<file path="config.mk">
export PLATFORM = sky130hd
export DESIGN_NAME = bootloader_command_engine
export DESIGN_NICKNAME = d
export VERILOG_FILES = /design/src/bce_pkg.sv /design/src/bce_csr.sv /design/src/bce_in_reg.sv /design/src/bce_exec.sv /design/src/bce_out_reg.sv /design/src/bootloader_command_engine.sv
export SDC_FILE = /design/constraint.sdc
export NUM_CORES = 1
export LEC_CHECK = 0
export BUFFER_PORTS_ARGS = -buffer_cell sky130_fd_sc_hd__buf_2
export CORE_ASPECT_RATIO = 1.25
export CORE_UTILIZATION = 46
export DETAILED_ROUTE_END_ITERATION = 8
export MAX_ROUTING_LAYER = met4
export PLACE_DENSITY = 0.63
export SLEW_MARGIN = 20
export SYNTH_ARGS = -nofsm -noshare
export SYNTH_HDL_FRONTEND = slang
export SYNTH_SLANG_ARGS = --single-unit
</file>
<file path="constraint.sdc">
create_clock -name clock -period 4.8 [get_ports clock]
set_clock_uncertainty 0.2 [all_clocks]
set_input_delay 0.48 -clock clock [delete_from_list [all_inputs] [get_ports clock]]
set_output_delay 0.48 -clock clock [all_outputs]
set_load 0.02 [all_outputs]
</file>
<file path="src/bce_pkg.sv">
`default_nettype none

package bce_pkg;

   // Field widths
   localparam int LenW   = 4;
   localparam int CmdW   = 8;
   localparam int WordW  = 32;
   localparam int SizeW  = 21;
   localparam int TickW  = 16;
   localparam int IdleW  = 17;
   localparam int ErrW   = 3;
   localparam int CsrAW  = 3;
   localparam int ReqDW  = 80;
   localparam int RspDW  = 80;

   localparam logic [IdleW-1:0] IdleMax  = 17'h1FFFF;
   localparam logic [WordW-1:0] RamLow   = 32'h2000_0000;
   localparam logic [WordW-1:0] RamHigh  = 32'h2002_0000;
   localparam logic [WordW-1:0] WordStep = 32'd4;
   localparam logic [LenW-1:0]  MinLen   = 4'd5;

   // Register reset values
   localparam logic [SizeW-1:0] RstMaxImage = 21'd376832;
   localparam logic [TickW-1:0] RstWait     = 16'd500;
   localparam logic [WordW-1:0] RstBase     = 32'd134234112;
   localparam logic [CmdW-1:0]  RstPing     = 8'd1;
   localparam logic [CmdW-1:0]  RstStart    = 8'd2;
   localparam logic [CmdW-1:0]  RstData     = 8'd3;
   localparam logic [CmdW-1:0]  RstCheck    = 8'd4;
   localparam logic [CmdW-1:0]  RstJump     = 8'd5;

   // Register indexes
   typedef enum logic [CsrAW-1:0] {
      CSR_MAX_IMAGE = 3'd0,
      CSR_WAIT      = 3'd1,
      CSR_BASE      = 3'd2,
      CSR_PING      = 3'd3,
      CSR_START     = 3'd4,
      CSR_DATA      = 3'd5,
      CSR_CHECK     = 3'd6,
      CSR_JUMP      = 3'd7
   } csr_idx_type;

   // Response error codes
   typedef enum logic [ErrW-1:0] {
      ERR_NONE    = 3'd0,
      ERR_NOSTART = 3'd1,
      ERR_SIZE    = 3'd2,
      ERR_ERASE   = 3'd3,
      ERR_WRITE   = 3'd4,
      ERR_CRC     = 3'd5,
      ERR_NOJUMP  = 3'd6
   } err_type;

   typedef struct packed {
      logic [SizeW-1:0] max_image_bytes;
      logic [TickW-1:0] wait_ticks;
      logic [WordW-1:0] image_base;
      logic [CmdW-1:0]  code_ping;
      logic [CmdW-1:0]  code_start;
      logic [CmdW-1:0]  code_data;
      logic [CmdW-1:0]  code_check;
      logic [CmdW-1:0]  code_jump;
   } cfg_type;

   typedef struct packed {
      logic             op;
      logic [LenW-1:0]  frame_len;
      logic [CmdW-1:0]  cmd_byte;
      logic [WordW-1:0] payload;
      logic [WordW-1:0] app_stack_word;
      logic             flash_ok;
   } item_type;

   typedef struct packed {
      logic             resp_valid;
      logic             resp_ack;
      err_type          err_code;
      logic             erase_req;
      logic             unlock_req;
      logic             lock_req;
      logic             write_req;
      logic [WordW-1:0] prog_addr;
      logic [WordW-1:0] write_data;
      logic             jump_req;
   } result_type;

   // Reflected CRC-32 nibble table (poly 0xEDB88320)
   function automatic logic [WordW-1:0] crc_nib(input logic [3:0] idx);
      logic [WordW-1:0] val;
      case (idx)
         4'h0:    val = 32'h00000000;
         4'h1:    val = 32'h1DB71064;
         4'h2:    val = 32'h3B6E20C8;
         4'h3:    val = 32'h26D930AC;
         4'h4:    val = 32'h76DC4190;
         4'h5:    val = 32'h6B6B51F4;
         4'h6:    val = 32'h4DB26158;
         4'h7:    val = 32'h5005713C;
         4'h8:    val = 32'hEDB88320;
         4'h9:    val = 32'hF00F9344;
         4'hA:    val = 32'hD6D6A3E8;
         4'hB:    val = 32'hCB61B38C;
         4'hC:    val = 32'h9B64C2B0;
         4'hD:    val = 32'h86D3D2D4;
         4'hE:    val = 32'hA00AE278;
         4'hF:    val = 32'hBDBDF21C;
         default: val = '0;
      endcase
      return val;
   endfunction

   // Fold one word, low nibble first, into the CRC (pre/post complement)
   function automatic logic [WordW-1:0] fold_word(input logic [WordW-1:0] crc,
                                                  input logic [WordW-1:0] word);
      logic [WordW-1:0] c;
      c = ~crc;
      for (int i = 0; i < WordW / 4; i++) begin
         c = (c >> 4) ^ crc_nib(c[3:0] ^ word[4*i +: 4]);
      end
      return ~c;
   endfunction

   function automatic logic stack_ok(input logic [WordW-1:0] sp);
      return (sp >= RamLow) && (sp <= RamHigh);
   endfunction

endpackage

`default_nettype wire

</file>
<file path="src/bce_csr.sv">
`default_nettype none

module bce_csr
   import bce_pkg::*;
(
   input  wire logic               clock,
   input  wire logic               reset,
   input  wire logic               csr_we,
   input  wire logic [CsrAW-1:0]   csr_addr,
   input  wire logic [WordW-1:0]   csr_wdata,
   output cfg_type                 cfg
);

   cfg_type cfg_ff;
   cfg_type cfg_in;

   // register write decode
   always_comb begin
      cfg_in = cfg_ff;
      if (csr_we) begin
         case (csr_idx_type'(csr_addr))
            CSR_MAX_IMAGE: cfg_in.max_image_bytes = csr_wdata[SizeW-1:0];
            CSR_WAIT:      cfg_in.wait_ticks      = csr_wdata[TickW-1:0];
            CSR_BASE:      cfg_in.image_base      = csr_wdata;
            CSR_PING:      cfg_in.code_ping       = csr_wdata[CmdW-1:0];
            CSR_START:     cfg_in.code_start      = csr_wdata[CmdW-1:0];
            CSR_DATA:      cfg_in.code_data       = csr_wdata[CmdW-1:0];
            CSR_CHECK:     cfg_in.code_check      = csr_wdata[CmdW-1:0];
            CSR_JUMP:      cfg_in.code_jump       = csr_wdata[CmdW-1:0];
            default:       cfg_in = cfg_ff;
         endcase
      end
   end

   always_ff @(posedge clock) begin
      if (reset) begin
         cfg_ff.max_image_bytes <= RstMaxImage;
         cfg_ff.wait_ticks      <= RstWait;
         cfg_ff.image_base      <= RstBase;
         cfg_ff.code_ping       <= RstPing;
         cfg_ff.code_start      <= RstStart;
         cfg_ff.code_data       <= RstData;
         cfg_ff.code_check      <= RstCheck;
         cfg_ff.code_jump       <= RstJump;
      end else begin
         cfg_ff <= cfg_in;
      end
   end

   assign cfg = cfg_ff;

endmodule

`default_nettype wire

</file>
<file path="src/bce_in_reg.sv">
`default_nettype none

module bce_in_reg
   import bce_pkg::*;
(
   input  wire logic      clock,
   input  wire logic      reset,
   input  wire logic      in_valid,
   output logic           in_ready,
   input  item_type       in_item,
   input  wire logic      advance,
   output logic           stage_valid,
   output item_type       stage_item
);

   logic     valid_ff;
   logic     valid_in;
   item_type item_ff;
   logic     load;

   // take a new word whenever the stage is empty or moving on
   assign in_ready = !valid_ff || advance;
   assign load     = in_valid && in_ready;

   always_comb begin
      valid_in = valid_ff;
      if (load) begin
         valid_in = 1'b1;
      end else if (advance) begin
         valid_in = 1'b0;
      end
   end

   always_ff @(posedge clock) begin
      if (reset) begin
         valid_ff <= 1'b0;
      end else begin
         valid_ff <= valid_in;
      end
   end

   // payload, no reset
   always_ff @(posedge clock) begin
      if (load) begin
         item_ff <= in_item;
      end
   end

   assign stage_valid = valid_ff;
   assign stage_item  = item_ff;

endmodule

`default_nettype wire

</file>
<file path="src/bce_exec.sv">
`default_nettype none

module bce_exec
   import bce_pkg::*;
(
   input  wire logic      clock,
   input  wire logic      reset,
   input  cfg_type        cfg,
   input  item_type       item,
   input  wire logic      advance,
   output result_type     result
);

   logic [WordW-1:0] addr_ff,   addr_in;
   logic [WordW-1:0] crc_ff,    crc_in;
   logic             active_ff, active_in;
   logic             open_ff,   open_in;
   logic [IdleW-1:0] idle_ff,   idle_in;

   logic [IdleW-1:0] idle_inc;
   logic             len_ok;
   logic             sp_ok;
   logic [WordW-1:0] crc_fold;
   result_type       res;

   assign idle_inc = (idle_ff < IdleMax) ? idle_ff + 1'b1 : idle_ff;
   assign len_ok   = item.frame_len >= MinLen;
   assign sp_ok    = stack_ok(item.app_stack_word);
   assign crc_fold = fold_word(crc_ff, item.payload);

   // command decode and next state
   always_comb begin
      res       = '0;
      addr_in   = addr_ff;
      crc_in    = crc_ff;
      active_in = active_ff;
      open_in   = open_ff;
      idle_in   = idle_ff;

      if (item.op) begin
         // tick: count, fire timeout only outside a download
         idle_in = idle_inc;
         if (!active_ff && (idle_inc > {1'b0, cfg.wait_ticks})) begin
            if (sp_ok) begin
               res.jump_req = 1'b1;
               if (open_ff) begin
                  res.lock_req = 1'b1;
                  open_in      = 1'b0;
               end
            end
            idle_in = '0;
         end
      end else if (item.cmd_byte == cfg.code_ping) begin
         res.resp_valid = 1'b1;
         res.resp_ack   = 1'b1;
      end else if (item.cmd_byte == cfg.code_start) begin
         res.resp_valid = 1'b1;
         if (!len_ok) begin
            res.err_code = ERR_NOSTART;
         end else if ((item.payload == '0) ||
                      (item.payload > {{(WordW-SizeW){1'b0}}, cfg.max_image_bytes})) begin
            res.err_code = ERR_SIZE;
         end else begin
            res.erase_req = 1'b1;
            if (!item.flash_ok) begin
               res.err_code = ERR_ERASE;
            end else begin
               res.unlock_req = 1'b1;
               res.resp_ack   = 1'b1;
               open_in        = 1'b1;
               addr_in        = cfg.image_base;
               crc_in         = '0;
               active_in      = 1'b1;
            end
         end
      end else if (item.cmd_byte == cfg.code_data) begin
         res.resp_valid = 1'b1;
         if (!active_ff) begin
            res.err_code = ERR_NOSTART;
         end else if (!len_ok) begin
            res.err_code = ERR_WRITE;
         end else begin
            res.write_req  = 1'b1;
            res.prog_addr  = addr_ff;
            res.write_data = item.payload;
            if (!item.flash_ok) begin
               res.err_code = ERR_WRITE;
            end else begin
               res.resp_ack = 1'b1;
               crc_in       = crc_fold;
               addr_in      = addr_ff + WordStep;
            end
         end
      end else if (item.cmd_byte == cfg.code_check) begin
         res.resp_valid = 1'b1;
         if (!active_ff) begin
            res.err_code = ERR_NOSTART;
         end else if (!len_ok || (crc_ff != item.payload)) begin
            res.err_code = ERR_CRC;
         end else begin
            res.resp_ack = 1'b1;
            res.lock_req = 1'b1;
            open_in      = 1'b0;
            active_in    = 1'b0;
         end
      end else if (item.cmd_byte == cfg.code_jump) begin
         res.resp_valid = 1'b1;
         if (!sp_ok) begin
            res.err_code = ERR_NOJUMP;
         end else begin
            res.resp_ack = 1'b1;
            res.jump_req = 1'b1;
            if (open_ff) begin
               res.lock_req = 1'b1;
               open_in      = 1'b0;
            end
         end
      end
   end

   // state commits when the word leaves the stage
   always_ff @(posedge clock) begin
      if (reset) begin
         addr_ff   <= RstBase;
         crc_ff    <= '0;
         active_ff <= 1'b0;
         open_ff   <= 1'b0;
         idle_ff   <= '0;
      end else if (advance) begin
         addr_ff   <= addr_in;
         crc_ff    <= crc_in;
         active_ff <= active_in;
         open_ff   <= open_in;
         idle_ff   <= idle_in;
      end
   end

   assign result = res;

endmodule

`default_nettype wire

</file>
<file path="src/bce_out_reg.sv">
`default_nettype none

module bce_out_reg
   import bce_pkg::*;
(
   input  wire logic      clock,
   input  wire logic      reset,
   input  wire logic      stage_valid,
   input  result_type     result,
   output logic           advance,
   output logic           out_valid,
   input  wire logic      out_ready,
   output result_type     out_result
);

   logic       valid_ff;
   logic       valid_in;
   result_type result_ff;

   // stage moves on when the output register is free or draining
   assign advance = stage_valid && (!valid_ff || out_ready);

   always_comb begin
      valid_in = valid_ff;
      if (advance) begin
         valid_in = 1'b1;
      end else if (out_ready) begin
         valid_in = 1'b0;
      end
   end

   always_ff @(posedge clock) begin
      if (reset) begin
         valid_ff <= 1'b0;
      end else begin
         valid_ff <= valid_in;
      end
   end

   always_ff @(posedge clock) begin
      if (advance) begin
         result_ff <= result;
      end
   end

   assign out_valid  = valid_ff;
   assign out_result = result_ff;

endmodule

`default_nettype wire

</file>
<file path="src/bootloader_command_engine.sv">
// Bootloader command engine.
// Input channel req_*: one word per received command frame or per 1 ms tick
// (req_tuser = 1 for a tick). Output channel rsp_*: exactly one word per input
// word, carrying the response frame fields and the flash/jump requests.
// Config port csr_*: register written on any clock edge with csr_we high;
// write only while the engine is idle.
// A word accepted into the input stage is decoded and CRC-folded in one pass,
// then registered in the output register that drives rsp_tvalid. Throughput:
// one word per cycle while rsp_tready is high. The limit is the single-pass
// decode with an 8-step nibble-table CRC fold between the two registers.
// Download state (address, CRC, flags, idle counter) commits when a word moves
// from the input stage into the output register.
// Reset (synchronous): both stages empty, registers at defaults, address at
// the default image base, CRC and idle count zero, no download, flash closed.
// Stall: while rsp_tready is low the output word holds, the input stage keeps
// one more word, and req_tready drops once both are full.
`default_nettype none

module bootloader_command_engine
   import bce_pkg::*;
(
   input  wire logic               clock,
   input  wire logic               reset,
   // slave side
   input  wire logic               req_tvalid,
   output logic                    req_tready,
   // [3:0] frame_len, [11:4] cmd_byte, [43:12] payload, [75:44] app_stack_word,
   // [76] flash_ok, [79:77] zero
   input  wire logic [ReqDW-1:0]   req_tdata,
   // [0] op
   input  wire logic               req_tuser,
   // master side
   output logic                    rsp_tvalid,
   input  wire logic               rsp_tready,
   // [0] resp_valid, [1] resp_ack, [4:2] err_code, [5] erase_req, [6] unlock_req,
   // [7] lock_req, [8] write_req, [40:9] prog_addr, [72:41] write_data,
   // [73] jump_req, [79:74] zero
   output logic [RspDW-1:0]        rsp_tdata,
   // configuration
   input  wire logic               csr_we,
   input  wire logic [CsrAW-1:0]   csr_addr,
   input  wire logic [WordW-1:0]   csr_wdata
);

   cfg_type    cfg;
   item_type   req_item;
   item_type   stage_item;
   logic       stage_valid;
   logic       advance;
   result_type result;
   result_type out_result;

   // unpack input word
   assign req_item.op             = req_tuser;
   assign req_item.frame_len      = req_tdata[3:0];
   assign req_item.cmd_byte       = req_tdata[11:4];
   assign req_item.payload        = req_tdata[43:12];
   assign req_item.app_stack_word = req_tdata[75:44];
   assign req_item.flash_ok       = req_tdata[76];

   bce_csr u_csr (
      .clock     (clock),
      .reset     (reset),
      .csr_we    (csr_we),
      .csr_addr  (csr_addr),
      .csr_wdata (csr_wdata),
      .cfg       (cfg)
   );

   bce_in_reg u_in_reg (
      .clock       (clock),
      .reset       (reset),
      .in_valid    (req_tvalid),
      .in_ready    (req_tready),
      .in_item     (req_item),
      .advance     (advance),
      .stage_valid (stage_valid),
      .stage_item  (stage_item)
   );

   bce_exec u_exec (
      .clock   (clock),
      .reset   (reset),
      .cfg     (cfg),
      .item    (stage_item),
      .advance (advance),
      .result  (result)
   );

   bce_out_reg u_out_reg (
      .clock       (clock),
      .reset       (reset),
      .stage_valid (stage_valid),
      .result      (result),
      .advance     (advance),
      .out_valid   (rsp_tvalid),
      .out_ready   (rsp_tready),
      .out_result  (out_result)
   );

   // pack output word
   assign rsp_tdata = {6'b0,
                       out_result.jump_req,
                       out_result.write_data,
                       out_result.prog_addr,
                       out_result.write_req,
                       out_result.lock_req,
                       out_result.unlock_req,
                       out_result.erase_req,
                       out_result.err_code,
                       out_result.resp_ack,
                       out_result.resp_valid};

endmodule

`default_nettype wire

</file>
# Word-level counts from Yosys, hierarchy flattened
# Memory sizes are Yosys's and may differ from the RTL's.
# Index checks and enable logic that the tools add are counted.
[word_totals] reg_bits=346 romBits=3584 in_bits=121 output_inout_bits=82 word_cells=214 n_memories=8
[op_classes] addsub=2 magnitude_cmp=6 n_eq_ne=26 n_mux=80 bitwise=24 reduce_logical=37
[mem_list] name="(name not given)" depth=16 width=28 read_ports=1 rd_ports_with_merged_regs=0 wr=0 line_no="bce_pkg.sv:92" source="case (idx)"
[mem_list] name="(name not given)" depth=16 width=28 read_ports=1 rd_ports_with_merged_regs=0 wr=0 line_no="bce_pkg.sv:92"
[mem_list] name="(name not given)" depth=16 width=28 read_ports=1 rd_ports_with_merged_regs=0 wr=0 line_no="bce_pkg.sv:92"
[mem_list] name="(name not given)" depth=16 width=28 read_ports=1 rd_ports_with_merged_regs=0 wr=0 line_no="bce_pkg.sv:92"
[mem_list] name="(name not given)" depth=16 width=28 read_ports=1 rd_ports_with_merged_regs=0 wr=0 line_no="bce_pkg.sv:92"
[mem_list] name="(name not given)" depth=16 width=28 read_ports=1 rd_ports_with_merged_regs=0 wr=0 line_no="bce_pkg.sv:92"
[mem_list] name="+2 memories"
[ops] cell="$mux 32" n=16
[ops] cell="$xor 28x32->32" n=8
[ops] cell="$mux 65" n=3
[ops] cell="$mux 67" n=2
[ops] cell="$not 32->32" n=2
[ops] cell="$mux 1" n=42
[ops] cell="$eq 8x8->1" n=5
[ops] cell="$mux 17" n=2
[ops] cell="$add 32x3->32 const B" n=1
[ops] cell="$ge 32x30->1 const B" n=1
[ops] cell="$gt 32x21->1" n=1
[ops] cell="$le 32x30->1 const B" n=1
[ops] cell="$logic_not 32->1" n=1
[ops] cell="$ne 32x32->1" n=1
[ops] cell="$xor 4x4->4" n=8
[ops] cell="$mux 3" n=8
[ops] cell="$mux 5" n=4
[ops] cell="$reduce_and 2->1" n=9
[ops] cell="$add 17x1->17 const B" n=1
[ops] cell="$gt 17x16->1" n=1
[ops] cell="$lt 17x17->1 const B" n=1
[ops] cell="$eq 3x3->1 const B" n=4
[ops] cell="$reduce_and 10->1" n=1
[ops] cell="$reduce_bool 2->1" n=5
[ops] cell="22 further kinds" n=47

# Logic depth before layout (Yosys ltp)
# Gate-level depths: netlist of run 1.
# An unclocked memory read counts as a cell.
[logic_depth] depth_word=31 ltp_mapped=21 mapped_depth_nobuf=20

# Cells and area by module
# A second synthesis of run 1 with hierarchy kept.
[hier_totals] cells_unflattened=1713 area_unflattened_um2=18432.7
[modules_own_cells] mod="bce_exec" n_inst=1 cells_per_inst=1127 area_each_um2=9263.9 seq_area_each_um2=1661.6
[modules_own_cells] mod="bce_csr" n_inst=1 cells_per_inst=417 area_each_um2=4445.5 seq_area_each_um2=2182.1
[modules_own_cells] mod="bce_in_reg" n_inst=1 cells_per_inst=83 area_each_um2=2397.3 seq_area_each_um2=2362.3
[modules_own_cells] mod="bce_out_reg" n_inst=1 cells_per_inst=79 area_each_um2=2277.2 seq_area_each_um2=2242.2
[modules_own_cells] mod="bootloader_command_engine" n_inst=1 cells_per_inst=7 area_each_um2=48.8 seq_area_each_um2=0.0

# Worst setup path after synthesis of run 1
# OpenSTA, ideal clock, no wires.
[synth_timing] kind="register -> register" start="reg u_in_reg.item_ff, in the netlist u_in_reg.stage_item[36]" end="reg u_exec.crc_ff[23]" setup_ns=0.117 t_arrival_ns=3.853 required_ns=4.483 slack_ns=0.630 stages_incl_launch_ff=15 path_buffers=0 synth_period_minus_slack_ns=4.170 path_cell_list="edfxtp_1 -> xnor2_4 -> ha_1 -> xnor2_1 -> xnor2_2 -> xor2_1 -> xor2_1 -> xnor2_2 -> xnor2_2 -> xnor2_2 -> xor2_2 -> xnor2_2 -> xnor2_2 -> xnor2_1 -> a22o_1"
[synth_between] elab_chain_len=30 elab_cells_between_ends=35 cone_classes="order compare (1); eq/ne (1); mux (5); bitwise (17); reduce/logical (3); memory (8)"
[synth_lines] item="from (decl)" line_no="bce_in_reg.sv:18" source="item_type item_ff;"
[synth_lines] item="from (signal assigned)" line_no="bce_in_reg.sv:45" source="item_ff <= in_item;"
[synth_lines] item="$xor 4x4->4" line_no="bce_pkg.sv:120" source="c = (c >> 4) ^ crc_nib(c[3:0] ^ word[4*i +: 4]);"
[synth_lines] item="$mem_v2 16x28"
[synth_lines] item="$xor 28x32->32" line_no="bce_pkg.sv:120"
[synth_lines] item="$xor 4x4->4" line_no="bce_pkg.sv:120"
[synth_lines] item="$mem_v2 16x28"
[synth_lines] item="$xor 28x32->32" line_no="bce_pkg.sv:120"
[synth_lines] item="$xor 4x4->4" line_no="bce_pkg.sv:120"
[synth_lines] item="$mem_v2 16x28"
[synth_lines] item="(+14 left out)"
[synth_lines] item="$mem_v2 16x28"
[synth_lines] item="$xor 28x32->32" line_no="bce_pkg.sv:120"
[synth_lines] item="$not 32->32" line_no="bce_pkg.sv:122" source="return ~c;"
[synth_lines] item="$mux 32" line_no="bce_exec.sv:86" source="if (!item.flash_ok) begin"
[synth_lines] item="$mux 32" line_no="bce_exec.sv:80" source="end else if (!len_ok) begin"
[synth_lines] item="$mux 32" line_no="bce_exec.sv:78" source="if (!active_ff) begin"
[synth_lines] item="$mux 32" line_no="bce_exec.sv:76" source="end else if (item.cmd_byte == cfg.code_data) begin"
[synth_lines] item="$mux 32" line_no="bce_exec.sv:56" source="end else if (item.cmd_byte == cfg.code_start) begin"
[synth_lines] item="to (signal assigned)" line_no="bce_exec.sv:131" source="crc_ff <= crc_in;"
[synth_lines] item="to (decl)" line_no="bce_exec.sv:15" source="logic [WordW-1:0] crc_ff, crc_in;"
# Several ways; a longest one is shown, not always the timed one. The select of a mux whose other input is x is not followed.
# A chain may end at the register's enable or synchronous reset.

# Worst setup path after layout of run 1
[layout_timing] start="reg u_in_reg.item_ff, in the netlist u_in_reg.stage_item[36]" end="reg u_exec.crc_ff[21]"
# Same word-level chain as after synthesis.

==> results.md, run 1 <==
- Synthesis produced 1778 cells.
- The capture instance of the worst register-to-register path is u_exec.crc_ff[21].
- The starting utilization of the core area is 47.0%.
- Once layout is complete, the cells apart from fillers number 2596.
- The weighted congestion at the end of routability-driven global placement is 0.968.
- The element type at the critical path end is a flop.
- The number of clock sinks is 346.
- The pin count of the biggest net entering global routing is 94.
- The clock transition at the registers of the reported paths is 0.06 ns.
- The number of global-route vias before repair was 13400.
- At the worst endpoint, the required time is 5.01 ns.
- At the worst endpoint, the arrival time is 4.67 ns.
- The synthesized area per cell is 9.91 um2.
- The critical path endpoint is u_exec.crc_ff[21].
- The total area inside the core boundary comes to 37500 um2.
- The setup-violating endpoint count in the final report is 0.
- The post-placement cell count is 2435.
- The floorplan die height is 221 um.
- The CTS buffer count is 37.
- The headroom to the max-slew limit is 33.2%.
- Summing all flip-flop and latch instances after layout gives 8450 um2.
- The total of max-cap violations is 0.
- The number of pins with negative max-slew slack in the final report is 0.
- The buffer levels on the longest clock path is 3.
- The first-pass iteration count of the detailed router is 5.
- The share of cells above drive strength 1 is 17.6%.
- In the synthesized netlist, mux cells make up 0.405% of the area.
- Counting the fill cells in the layout gives 3288.
- Input and output buffers added on the ports amount to 193.
- The setup check on the worst reg-to-reg path leaves a slack of 0.34 ns.
- The peak fanout along the critical path is 4.
- The worst slack on hold paths is 0.0209 ns.
- The worst setup path is launched from a flop.
- CTS built an H-tree with a depth of 2.
- Summing over every cut layer, the via total after detailed routing is 13600.
- The layout overhead on the synthesized area is 22.0%.
- The worst reg-to-reg path cell count is 14.
- Dividing the detail-routed wire length by the instance count gives 18.8 um.
- The via density per instance is 5.25.
- Derived from the worst setup path, the maximum achievable clock frequency is 224 MHz.
- At the pin with the least slew margin, the transition time is 0.999 ns.
- The dominant combinational cell family by area after synthesis is XOR/XNOR gates.
- The run finished with clean final reports.
- The part of the Yosys area used for sequential elements is 48.0%.
- The launch point of the worst path is u_in_reg.stage_item[36].
- Measured along the x axis, the die boundary spans 177 um.
- Global routing used 26.2% of the available tracks.
- Sorting the synthesized cells by area gives the leading types as sky130_fd_sc_hd__edfxtp_1 (26%), sky130_fd_sc_hd__dfxtp_1 (22%), sky130_fd_sc_hd__xnor2_1 (10%).
- The number of endpoints with negative hold slack in the final report came to 0.
- The total chip power is 13.1 mW.
- The cell at the root of the clock tree is sky130_fd_sc_hd__clkbuf_16.
- Summing the areas of all fa, ha and maj instances in the mapped netlist gives 2.84% of the synthesized area.
- Clock latency on the worst-skew pair, taken at its later pin, is 0.53 ns.
- The type of the most critical hold path is in -> reg.
- Among all flip-flop cells after synthesis, the most frequent one is sky130_fd_sc_hd__dfxtp_1.
- Across the VDD grid, the largest voltage drop is 750 uV.
- The post-DP HPWL is 35.1 mm.
- Yosys mapped a number of flops with a built-in enable equal to 152.
- The initial antenna violation count is 3.
- The cell area that synthesis handed to floorplanning was 17600 um2.
- The post-place setup slack is 0.321 ns.
- The share of synthesized cell area in and, or, nand and nor gates is 16.2%.
- After routing, the total negative slack on setup checks comes to 0 ns.
- Dividing the final minimum period by the clock period gives 92.9%.
- The final wirelength is 48.9 mm.
- The die covers 39100 um2.
- The post-layout net count is 2240.
- The initial detailed-routing violation count is 985.
- Pin placement for this block handled 203 I/O pins.
- The total area of multi-input combinational cells is 8630 um2.
- The fraction of the mapped netlist area in compound gates is 10.4%.
- The minimum setup slack in the final design is 0.341 ns.
- The count of nets left with antenna violations once routing finished came out at 0.
- The beginning of the worst register-to-register path is u_in_reg.stage_item[36].
- For this run, design rule violations remaining after detail routing come to 0.
- The flip-flop and latch count after synthesis is 346.
- The top cell type by total area after synthesis is sky130_fd_sc_hd__edfxtp_1.
- The worst path needs 4.46 ns of the cycle, external delays included.
- TritonCTS built the clock tree.
- The number of warnings printed during yosys synthesis is 0.
- After synthesis, the share of flip-flops with an asynchronous set or reset is 0%.
- The number of distinct library cell variants in the gate-level netlist after synthesis is 58.
- The ratio of total power to cell area is 611 nW/um2.
- The leakage dissipation is 8.04 nW.
- For this run the aggregate overflow at the end of global routing stands at 0.
- The first global-routing pass estimated 75.8 mm of wire.
- The total number of placement rows is 79.
- Setup repair after global routing left no endpoint under its margin.
- The xor/xnor cell area share of the yosys netlist is 18.8%.
- The type of the setup path with the least slack is reg -> reg.
- The top cell type by area accounts for 25.9% of the synthesized area.
cell families after synthesis:
kind of cell / count (synthesis)
AND/OR/NAND/NOR: 608
flip-flops: 346
XOR/XNOR: 323
AO/OA/AOI/OAI: 303
buffers and inverters: 150
adder cells (fa/ha/maj): 40
multiplexers: 7
other: 1
flip-flops by register name (all words and copies together), names as in the netlist:
register	flops
u_exec.open_ff	1
u_in_reg.stage_valid	1
u_exec.idle_ff	17
u_exec.crc_ff	32
u_out_reg.out_result	74
u_out_reg.out_valid	1
u_csr.cfg	109
u_in_reg.stage_item	78
u_exec.active_ff	1
u_exec.addr_ff	32
per-stage QoR:
step	util [%]	cell area, um2
3_3_place_gp	51.7	19400
6_report	57.3	21500
2_1_floorplan	-	17600
4_1_cts	57.2	21400
5_1_grt	57.3	21500
3_5_place_dp	51.7	19400
placed cells by master (no fill, tap or decap), types with 20 or more instances in the layout:
master and n:
sky130_fd_sc_hd__dlygate4sd3_1 90, sky130_fd_sc_hd__clkbuf_16 38, sky130_fd_sc_hd__nand3_1 22, sky130_fd_sc_hd__buf_2 192, sky130_fd_sc_hd__o21ai_0 57, sky130_fd_sc_hd__xor2_1 71
sky130_fd_sc_hd__a21oi_1 133, sky130_fd_sc_hd__and2_1 73, sky130_fd_sc_hd__nand2_1 271, sky130_fd_sc_hd__ha_1 40, sky130_fd_sc_hd__xnor2_2 28, sky130_fd_sc_hd__dfxtp_1 194
sky130_fd_sc_hd__buf_4 61, sky130_fd_sc_hd__a22o_1 20, sky130_fd_sc_hd__nor2_1 100, sky130_fd_sc_hd__xnor2_1 206, sky130_fd_sc_hd__edfxtp_1 152, sky130_fd_sc_hd__inv_1 60
sky130_fd_sc_hd__nand4_1 33
worst min-delay path by stage:
stage,startpoint,cells after the start,slack [ns],endpoint
floorplan,u_csr.cfg[70],2,0.23,u_csr.cfg[70]
global placement,u_csr.cfg[42],2,0.24,u_csr.cfg[42]
detailed placement,u_csr.cfg[70],2,0.25,u_csr.cfg[70]
CTS,csr_wdata[16],2,0.006,u_csr.cfg[104]
global route,csr_wdata[16],2,0.002,u_csr.cfg[104]
finish,csr_wdata[18],2,0.02,u_csr.cfg[106]
cells in the mapped netlist (7+ instances only):
cell / number
sky130_fd_sc_hd__nor2_1: 103
sky130_fd_sc_hd__a22o_1: 20
sky130_fd_sc_hd__nor4_1: 19
sky130_fd_sc_hd__a31oi_1: 8
sky130_fd_sc_hd__and2_1: 74
sky130_fd_sc_hd__nand2_1: 271
sky130_fd_sc_hd__a22oi_1: 18
sky130_fd_sc_hd__nand2b_1: 10
sky130_fd_sc_hd__and3_1: 16
sky130_fd_sc_hd__o21ai_0: 57
sky130_fd_sc_hd__a211o_1: 13
sky130_fd_sc_hd__dfxtp_1: 194
sky130_fd_sc_hd__xnor2_2: 28
sky130_fd_sc_hd__o21a_1: 11
sky130_fd_sc_hd__xnor2_4: 8
sky130_fd_sc_hd__edfxtp_1: 152
sky130_fd_sc_hd__nand3b_1: 7
sky130_fd_sc_hd__a21oi_1: 135
sky130_fd_sc_hd__ha_1: 40
sky130_fd_sc_hd__xnor2_1: 206
sky130_fd_sc_hd__nand3_1: 22
sky130_fd_sc_hd__nor2b_1: 14
sky130_fd_sc_hd__clkbuf_1: 70
sky130_fd_sc_hd__xor2_1: 71
sky130_fd_sc_hd__o31ai_1: 10
sky130_fd_sc_hd__clkbuf_2: 8
sky130_fd_sc_hd__a211oi_1: 8
sky130_fd_sc_hd__nor3_1: 18
sky130_fd_sc_hd__nand4_1: 33
sky130_fd_sc_hd__inv_1: 61
metal layers:
metal / share of wire [%] / GRT usage, % / vias up
li1: - / - / 6662
met4: 3.0 / 9.74 / 0
met5: 0 / - / -
met1: 42 / 31.4 / 6538
met3: 4.1 / 2.85 / 79
met2: 51 / 45.0 / 349
layout make-up:
type	count	area share, %
Multi-Input combinational cell	1287	40.2
Sequential cell	346	39.3
Timing Repair Buffer	346	11.1
Clock buffer	53	4.89
Tap cell	486	2.83
Inverter	61	1.07
Clock inverter	13	0.571
Antenna cell	4	0.0466
worst max-delay path, stage by stage (launching register included):
cell                       delay (ns)
sky130_fd_sc_hd__edfxtp_1        0.52
sky130_fd_sc_hd__xnor2_4         0.18
sky130_fd_sc_hd__ha_1            0.29
sky130_fd_sc_hd__xnor2_1         0.64
sky130_fd_sc_hd__xnor2_2         0.27
sky130_fd_sc_hd__xor2_1          0.26
sky130_fd_sc_hd__xor2_1          0.25
sky130_fd_sc_hd__xnor2_2         0.13
sky130_fd_sc_hd__xnor2_2         0.31
sky130_fd_sc_hd__xnor2_2         0.16
sky130_fd_sc_hd__xnor2_1         0.36
sky130_fd_sc_hd__xnor2_2         0.21
sky130_fd_sc_hd__xor2_2          0.26
sky130_fd_sc_hd__xnor2_1         0.11
sky130_fd_sc_hd__a22o_1          0.20
where the power goes:
part           total [mW]  internal [mW]  switching (mW)
registers            3.23           3.16          0.0704
logic                7.11           3.49            3.62
clock network        2.78           1.63            1.14
what timing repair did:
item	4_1_cts	5_1_grt
resized for setup	0	1
buffers inserted	0	0
hold buffers	90	0
endpoints found under the hold margin	90	0
setup endpoints to repair	0	3
Note: power is estimated with default switching activity, not from simulation.
==> inputs of run 2 (changes only) <==
==> constraint.sdc (replaced) <==
create_clock -name clock -period 4.8 [get_ports clock]
set_clock_uncertainty 0.2 [all_clocks]
set_input_delay 0.96 -clock clock [delete_from_list [all_inputs] [get_ports clock]]
set_output_delay 0.96 -clock clock [all_outputs]
set_load 0.02 [all_outputs]
==> run 2 against run 1 <==
  * Clock-buffer cell count unchanged
  * Cell count is 3.6% lower
  * Utilization is 2.5 points lower
  * Sequential power barely moved
  * Design area decreased by 4.4%
  * Register-to-register slack improved by 0.02 ns
  * Non-clock buffer count down 95
  * Via count shrank 3.1%
  * Sequential cell count stayed put
  * Critical path depth down 1
  * Critical path type unchanged
  * Highest routed layer unchanged
==> results.md, run 2 (synthesis gave the netlist of run 1 again) <==
- Compared with the post-synthesis result, the final layout area differs by 16.6%.
- The flip-flop count of the largest register after layout is 109.
- The number of placed instances, taps included, is 2430.
- The global-route usage over all layers is 25.1%.
- The number of fillers in the final layout is 3378.
- At the end of routability-driven placement, the weighted congestion stood at 0.936.
- The count of nets left with antenna violations once routing finished came out at 0.
- Of the total power, the share spent switching nets is 36.9%.
- The total internal power is 8.12 mW.
- The min-delay analysis places its worst path in the category reg -> reg.
- The hold-fix buffer count after cts is 0.
- For this configuration, the core starts out at a cell density of 47.0%.
- The width of the chip is 177 um.
- In the final routed layout, each cell accounts on average for 19.0 um.
- The initialized floorplan defines 79 standard-cell rows.
- The number of buffers inserted by post-CTS setup repair is 0.
- The tree is rooted in a sky130_fd_sc_hd__clkbuf_16.
- For this design, the sink count on the clock tree is 346.
- The number of global-route vias before repair is 13000.
- After global routing the overflow that remains totals 0.
- Data on the critical path arrives at its endpoint at 4.65 ns.
- The area of placed instances is 19300 um2.
- The startpoint of the tightest hold check path is u_csr.cfg[99].
- The final core utilization is 54.8%.
- The worst setup path is launched from a flop.
- In this run, the clock network consumes 21.5% of the power.
- STA puts the critical path data required time at 5.01 ns.
- Entering global routing, the biggest net connects 87 pins.
- Based on the critical path, the design can be clocked at up to 225 MHz.
- The post-layout net count is 2145.
- The number of pins with negative max-slew slack in the final report is 0.
- The setup TNS is 0 ns.
- The total number of vias is 13200.
- Across the VDD grid, the largest voltage drop is 704 uV.
- The number of I/O port buffers is 193.
- The buffer levels on the longest clock path is 3.
- Sequential cells burn 25.1% of the power.
- The CTS tree is built.
- The clock reaches the later pin of the worst-skew pair after 0.53 ns.
- Before antenna repair, the detailed router went through 6 iterations.
- The initial antenna violation count is 3.
- In this run the critical register-to-register path is launched from u_in_reg.stage_item[51].
- The final wirelength is 47.5 mm.
- The area of the core region is 37500 um2.
- The first routing iteration left 821 violations.
- The finished cells cover 20500 um2.
- Cells with a size suffix above 1 make up 18.2% of the layout.
- The total of max-cap violations is 0.
- The leakage dissipation is 7.63 nW.
- The clock transition at the registers of the reported paths is 0.06 ns.
- The element type at the critical path end is a flop.
- The critical path starts at u_in_reg.stage_item[51].
- In this run the vertical extent of the chip is 221 um.
- The final non-filler cell total is 2502.
- The DRC violation count after routing is 0.
- The first global-routing pass estimated 72.5 mm of wire.
- The floorplan step defined a die boundary enclosing 39100 um2.
- The library cell used most frequently in the layout, excluding fill and tap cells, is sky130_fd_sc_hd__nand2_1.
- In this run the tightest slew margin relative to its limit is 29.8%.
- The CTS buffer count is 37.
- The post-place setup slack is 0.406 ns.
- In this run the worst path has a maximum fanout of 34.
- Setup repair after global routing left no endpoint under its margin.
- The share of the clock period used by the worst path is 92.5%.
- The flow ran to the end, and the final reports show no timing, DRC or antenna violations.
- The type of the setup path with the least slack is reg -> reg.
- The power dissipated by switching net loads is 4.76 mW.
- The count of H-tree levels built during CTS is 2.
- Once detailed placement completed, the half-perimeter wirelength came to 34.8 mm.
- The via density per instance is 5.28.
- The number of top-level pins is 203.
- After layout, the worst setup slack is 0.358 ns.
- Power spread over the standard cell area amounts to 627 nW/um2.
- The combinational share of power is 53.4%.
- Setup violations remaining at the end of the flow were counted as 0.
- Leaving out fill and tap cells, the most frequent cells in the layout are sky130_fd_sc_hd__nand2_1 (270), sky130_fd_sc_hd__xnor2_1 (206), sky130_fd_sc_hd__dfxtp_1 (194).
- Counting I/O delays and the setup requirement, the final critical path takes 4.44 ns.
- At the pin with the least slew margin, the transition time is 1.05 ns.
- The number of endpoints with negative hold slack in the final report is 0.
-- run 2: cell count changes in the layout (fill, tap and decap cells not counted), moves of 3 or more --
cell / previous run / this run
sky130_fd_sc_hd__clkinv_2: 4 / 8
sky130_fd_sc_hd__clkbuf_2: 3 / 0
sky130_fd_sc_hd__buf_4: 61 / 56
sky130_fd_sc_hd__dlygate4sd3_1: 90 / 0
sky130_fd_sc_hd__clkinv_1: 6 / 3
sky130_fd_sc_hd__clkbuf_1: 8 / 12
-- run 2: power groups by stage --
stage | sequential, mW | combinational (mW) | clock [mW]
after detailed placement | 3.29 | 6.82 | 0
final | 3.23 | 6.88 | 2.77
after floorplan | 3.30 | 5.20 | 0
after global placement | 3.29 | 6.90 | 0
after CTS | 3.23 | 6.90 | 2.83
after global routing | 3.23 | 7.35 | 2.94
-- run 2: final cells by class --
class	count	area, um2	share of cell area, %
Antenna cell	4	10.0	0.0488
Clock buffer	53	1040	5.05
Clock inverter	14	130	0.634
Inverter	61	230	1.12
Multi-Input combinational cell	1287	8630	42.0
Sequential cell	346	8450	41.1
Tap cell	486	608	2.96
Timing Repair Buffer	251	1440	7.02
-- run 2: final timing paths --
kind | to | slack [ns] | cells past startpoint
worst min-delay path | u_csr.cfg[99] | 0.25 | 2
worst min register to register | u_csr.cfg[99] | 0.25 | 2
worst max register to register | u_exec.crc_ff[8] | 0.36 | 13
worst max-delay path | u_exec.crc_ff[8] | 0.36 | 13
-- run 2: through the flow --
step / total power, mW / hold WS, ns
finish: 12.9 / 0.252
global route: 13.5 / 0.272
CTS: 13.0 / 0.256
detailed placement: 10.1 / 0.247
global placement: 10.2 / 0.244
floorplan: 8.50 / 0.231
-- run 2: critical path, cell delays in order, from the launching register on --
cell	delay, ns
sky130_fd_sc_hd__edfxtp_1	0.50
sky130_fd_sc_hd__ha_1	0.33
sky130_fd_sc_hd__nor2b_1	0.13
sky130_fd_sc_hd__o21ai_0	0.15
sky130_fd_sc_hd__nand2b_1	0.08
sky130_fd_sc_hd__a2111oi_0	0.65
sky130_fd_sc_hd__nor4bb_1	0.43
sky130_fd_sc_hd__a221o_1	0.22
sky130_fd_sc_hd__a31oi_1	0.09
sky130_fd_sc_hd__or3_1	0.55
sky130_fd_sc_hd__a21oi_2	0.22
sky130_fd_sc_hd__buf_12	0.22
sky130_fd_sc_hd__nor2_2	0.21
sky130_fd_sc_hd__a22o_1	0.33
-- run 2: per-layer routing --
metal | wire length [um] | up-vias | share of wire, % | GRT usage (%)
li1 | - | 6462 | - | -
met1 | 19800 | 6315 | 42 | 30.2
met2 | 24100 | 346 | 51 | 43.0
met3 | 1940 | 89 | 4.1 | 2.90
met4 | 1570 | 0 | 3.3 | 9.57
met5 | 0 | - | 0 | -
-- run 2: timing repair --
item | 4_1_cts | 5_1_grt
hold endpoints to repair | 0 | 0
setup endpoints to repair | 0 | 10
resized for setup | 0 | 1
==> inputs of run 3 (changes only) <==
BUFFER_PORTS_ARGS = -buffer_cell sky130_fd_sc_hd__clkbuf_2   (was -buffer_cell sky130_fd_sc_hd__buf_2)
clock period = 5 ns   (was 4.8 ns; I/O delays follow)
==> run 3 against run 2 <==
  * Design area shrank 0.19%
  * Sequential cell count stayed put
  * Power decreased by 2.8%
  * Clock power is essentially flat
  * Via count up 0.14%
  * Die area unchanged
  * Highest routed layer unchanged
==> results.md, run 3 (synthesis gave the netlist of run 1 again) <==
- Compared with the post-synthesis result, the final layout area differs by 16.3%.
- The beginning of the worst register-to-register path is u_in_reg.stage_item[51].
- The worst-case IR drop observed on VDD is 540 uV.
- The latest clock arrival within the worst-skew pair is 0.55 ns.
- The first global-routing pass estimated 72.9 mm of wire.
- In this run the tightest slew margin relative to its limit is 26.9%.
- The type of the most critical hold path is reg -> reg.
- Post-CTS timing repair inserted 0 buffers for setup.
- On the final layout, the worst hold slack is 0.254 ns.
- The wire-length estimate of the detail-placed layout is 35.1 mm.
- The clock passes through at most 3 buffers.
- For the worst setup path, the data required time is 5.23 ns.
- For this configuration, the core starts out at a cell density of 47.0%.
- After clock tree synthesis, the flow added hold-fix buffers numbering 0.
- The average wire per standard cell is 19.2 um.
- The CTS buffer count is 38.
- The signal on the critical path passes through ha_1 -> nor2b_1 -> o21ai_0 -> nand2b_1 -> a2111oi_0 -> nor4bb_1 -> a221o_1 -> a31oi_1 -> or3_1 -> a21oi_2 -> buf_12 -> nor2_1 -> buf_4 -> a22o_1.
- The kind of launch point of the worst setup path is a flop.
- Entering global routing, the biggest net connects 93 pins.
- The end point of the most critical hold path is u_csr.cfg[68].
- The number of global-route vias before repair was 12900.
- The final wirelength is 47.9 mm.
- The ratio of total power to cell area is 610 nW/um2.
- After detailed routing, the number of vias per cell comes to 5.31.
- The CTS tree is built.
- The aggregate global routing overflow is 0.
- In this run the critical register-to-register path is captured at u_exec.crc_ff[6].
- The weighted congestion at the end of routability-driven global placement is 0.994.
- The area enclosed by the die boundary is 39100 um2.
- The most common cell after layout, fill and taps aside is sky130_fd_sc_hd__nand2_1.
- The minimum period implied by the final worst setup slack is 4.49 ns.
- The register with the most flip-flops in the layout has 109 of them.
- STA puts the critical path data arrival time at 4.72 ns.
- The flow ran to the end, and the final reports show no timing, DRC or antenna violations.
- At the pin with the least slew margin, the transition time is 1.09 ns.
- The width of the chip is 177 um.
- The number of I/O port buffers is 193.
- Across the run, the number of max-cap violations was 0.
- Setup repair after global routing left no endpoint under its margin.
- The clock transition at the registers of the reported paths is 0.06 ns.
- The H-tree was split into 2 levels.
- At the end of the flow the core is filled with cells to 54.7%.
- The number of pins with negative max-slew slack in the final report is 0.
- The worst setup path is captured at a flop.
- The setup-violating endpoint count in the final report is 0.
- The total number of vias is 13200.
- Of the cells placed in the final design, the portion with a size suffix greater than 1 is 18.2%.
- The initial antenna violation count came to 1.
- After the first detailed-routing iteration, the DRC count stood at 768.
- The first detailed-routing pass ran for 5 iterations.
- The total number of placement rows is 79.
- The total area inside the core boundary comes to 37500 um2.
- The worst reg-to-reg path cell count is 14.
- The floorplan die height is 221 um.
- The number of endpoints with negative hold slack in the final report came to 0.
- The DRC violation count after routing is 0.
- The global-route usage over all layers is 25.5%.
- Leaving out fill and tap cells, the most frequent cells in the layout are sky130_fd_sc_hd__nand2_1 (270), sky130_fd_sc_hd__xnor2_1 (206), sky130_fd_sc_hd__dfxtp_1 (194).
- The largest single stage delay on the critical path is 0.67 ns.
- Across all register-to-register paths, the minimum setup slack is 0.51 ns.
- The startpoint identified for the worst hold timing path is u_csr.cfg[68].
- The critical path starts at u_in_reg.stage_item[51].
- The clock net in this run drives a total of 346 sinks.
- The cell type of the slowest stage on the worst timing path is sky130_fd_sc_hd__a2111oi_0.
- After clock tree synthesis, the repair step resized 0 gates.
- The post-layout net count is 2134.
- The timing-limited maximum frequency is 223 MHz.
- The leakage dissipation is 7.65 nW.
- The detail route stage leaves a number of antenna-violating nets equal to 0.
- The share of the clock period used by the worst path is 89.8%.
- The setup TNS is 0 ns.
- In this run the worst path has a maximum fanout of 34.
- The cell at the root of the clock tree is sky130_fd_sc_hd__clkbuf_16.
- The setup path with the least slack is of type reg -> reg.
- The number of cells traversed by the worst hold path is 2.
- 203 I/O pins were placed.
==> run 3: cell types whose count changed in the layout (fill, tap and decap cells not counted), moves of 2 or more <==
cell,previous run,this run
sky130_fd_sc_hd__buf_12,3,1
sky130_fd_sc_hd__buf_2,192,0
sky130_fd_sc_hd__buf_4,56,46
sky130_fd_sc_hd__clkbuf_1,12,5
sky130_fd_sc_hd__clkbuf_16,38,40
sky130_fd_sc_hd__clkbuf_2,0,192
sky130_fd_sc_hd__clkbuf_8,3,5
sky130_fd_sc_hd__clkinv_2,8,11
sky130_fd_sc_hd__diode_2,4,1
sky130_fd_sc_hd__inv_8,0,2
sky130_fd_sc_hd__nor2_2,2,0
==> run 3: report_power, final <==
group / switching (mW) / leakage (nW) / total, mW / internal (mW)
logic: 3.52 / 3.99 / 6.62 / 3.10
registers: 0.0677 / 3.03 / 3.11 / 3.04
clock network: 1.18 / 0.626 / 2.78 / 1.61
total: 4.76 / 7.65 / 12.5 / 7.74
==> run 3: worst max path at each step <==
stage	end	depth (start not counted)
after global placement	u_exec.crc_ff[2]	14
after CTS	u_exec.crc_ff[6]	14
after detailed placement	u_exec.crc_ff[27]	15
after floorplan	u_exec.addr_ff[11]	9
after global routing	u_exec.idle_ff[12]	20
final	u_exec.crc_ff[6]	14
==> run 3: area by class of cell <==
cell class / count / area [um2]
clock inverter: 20 / 161
tap: 486 / 608
multi-input combinational: 1287 / 8630
inverter: 61 / 230
timing repair buffer: 239 / 1330
antenna: 1 / 2.50
fill: 3401 / 17000
clock buffer: 50 / 1090
sequential: 346 / 8450
==> run 3: worst max-delay path: cells and delay by family (launching register included) <==
family | cells | cell delay, ns
AO/OA/AOI/OAI | 6 | 1.62
adder cells (fa/ha/maj) | 1 | 0.34
flip-flops | 1 | 0.51
buffers and inverters | 2 | 0.46
AND/OR/NAND/NOR | 5 | 1.25
==> run 3: metal layers <==
layer,vias up,part of all wire (%),track usage (%)
met5,-,0,-
met4,0,4.2,11.0
met3,118,5.4,3.68
met2,397,50,43.4
met1,6268,40,29.9
li1,6447,-,-
==> run 3: stage by stage <==
| stage | instances | power (mW) | setup slack, ns | instance area (um2) |
|---|---|---|---|---|
| 6_report | 2490 | 12.5 | 0.512 | 20500 |
| 5_1_grt | 2490 | 13.1 | 0.229 | 20500 |
| 4_1_cts | 2489 | 12.6 | 0.567 | 20500 |
| 3_5_place_dp | 2419 | 9.73 | 0.563 | 19200 |
| 3_3_place_gp | 2419 | 9.76 | 0.624 | 19200 |
| 2_1_floorplan | 1783 | 8.16 | 0.428 | 17600 |
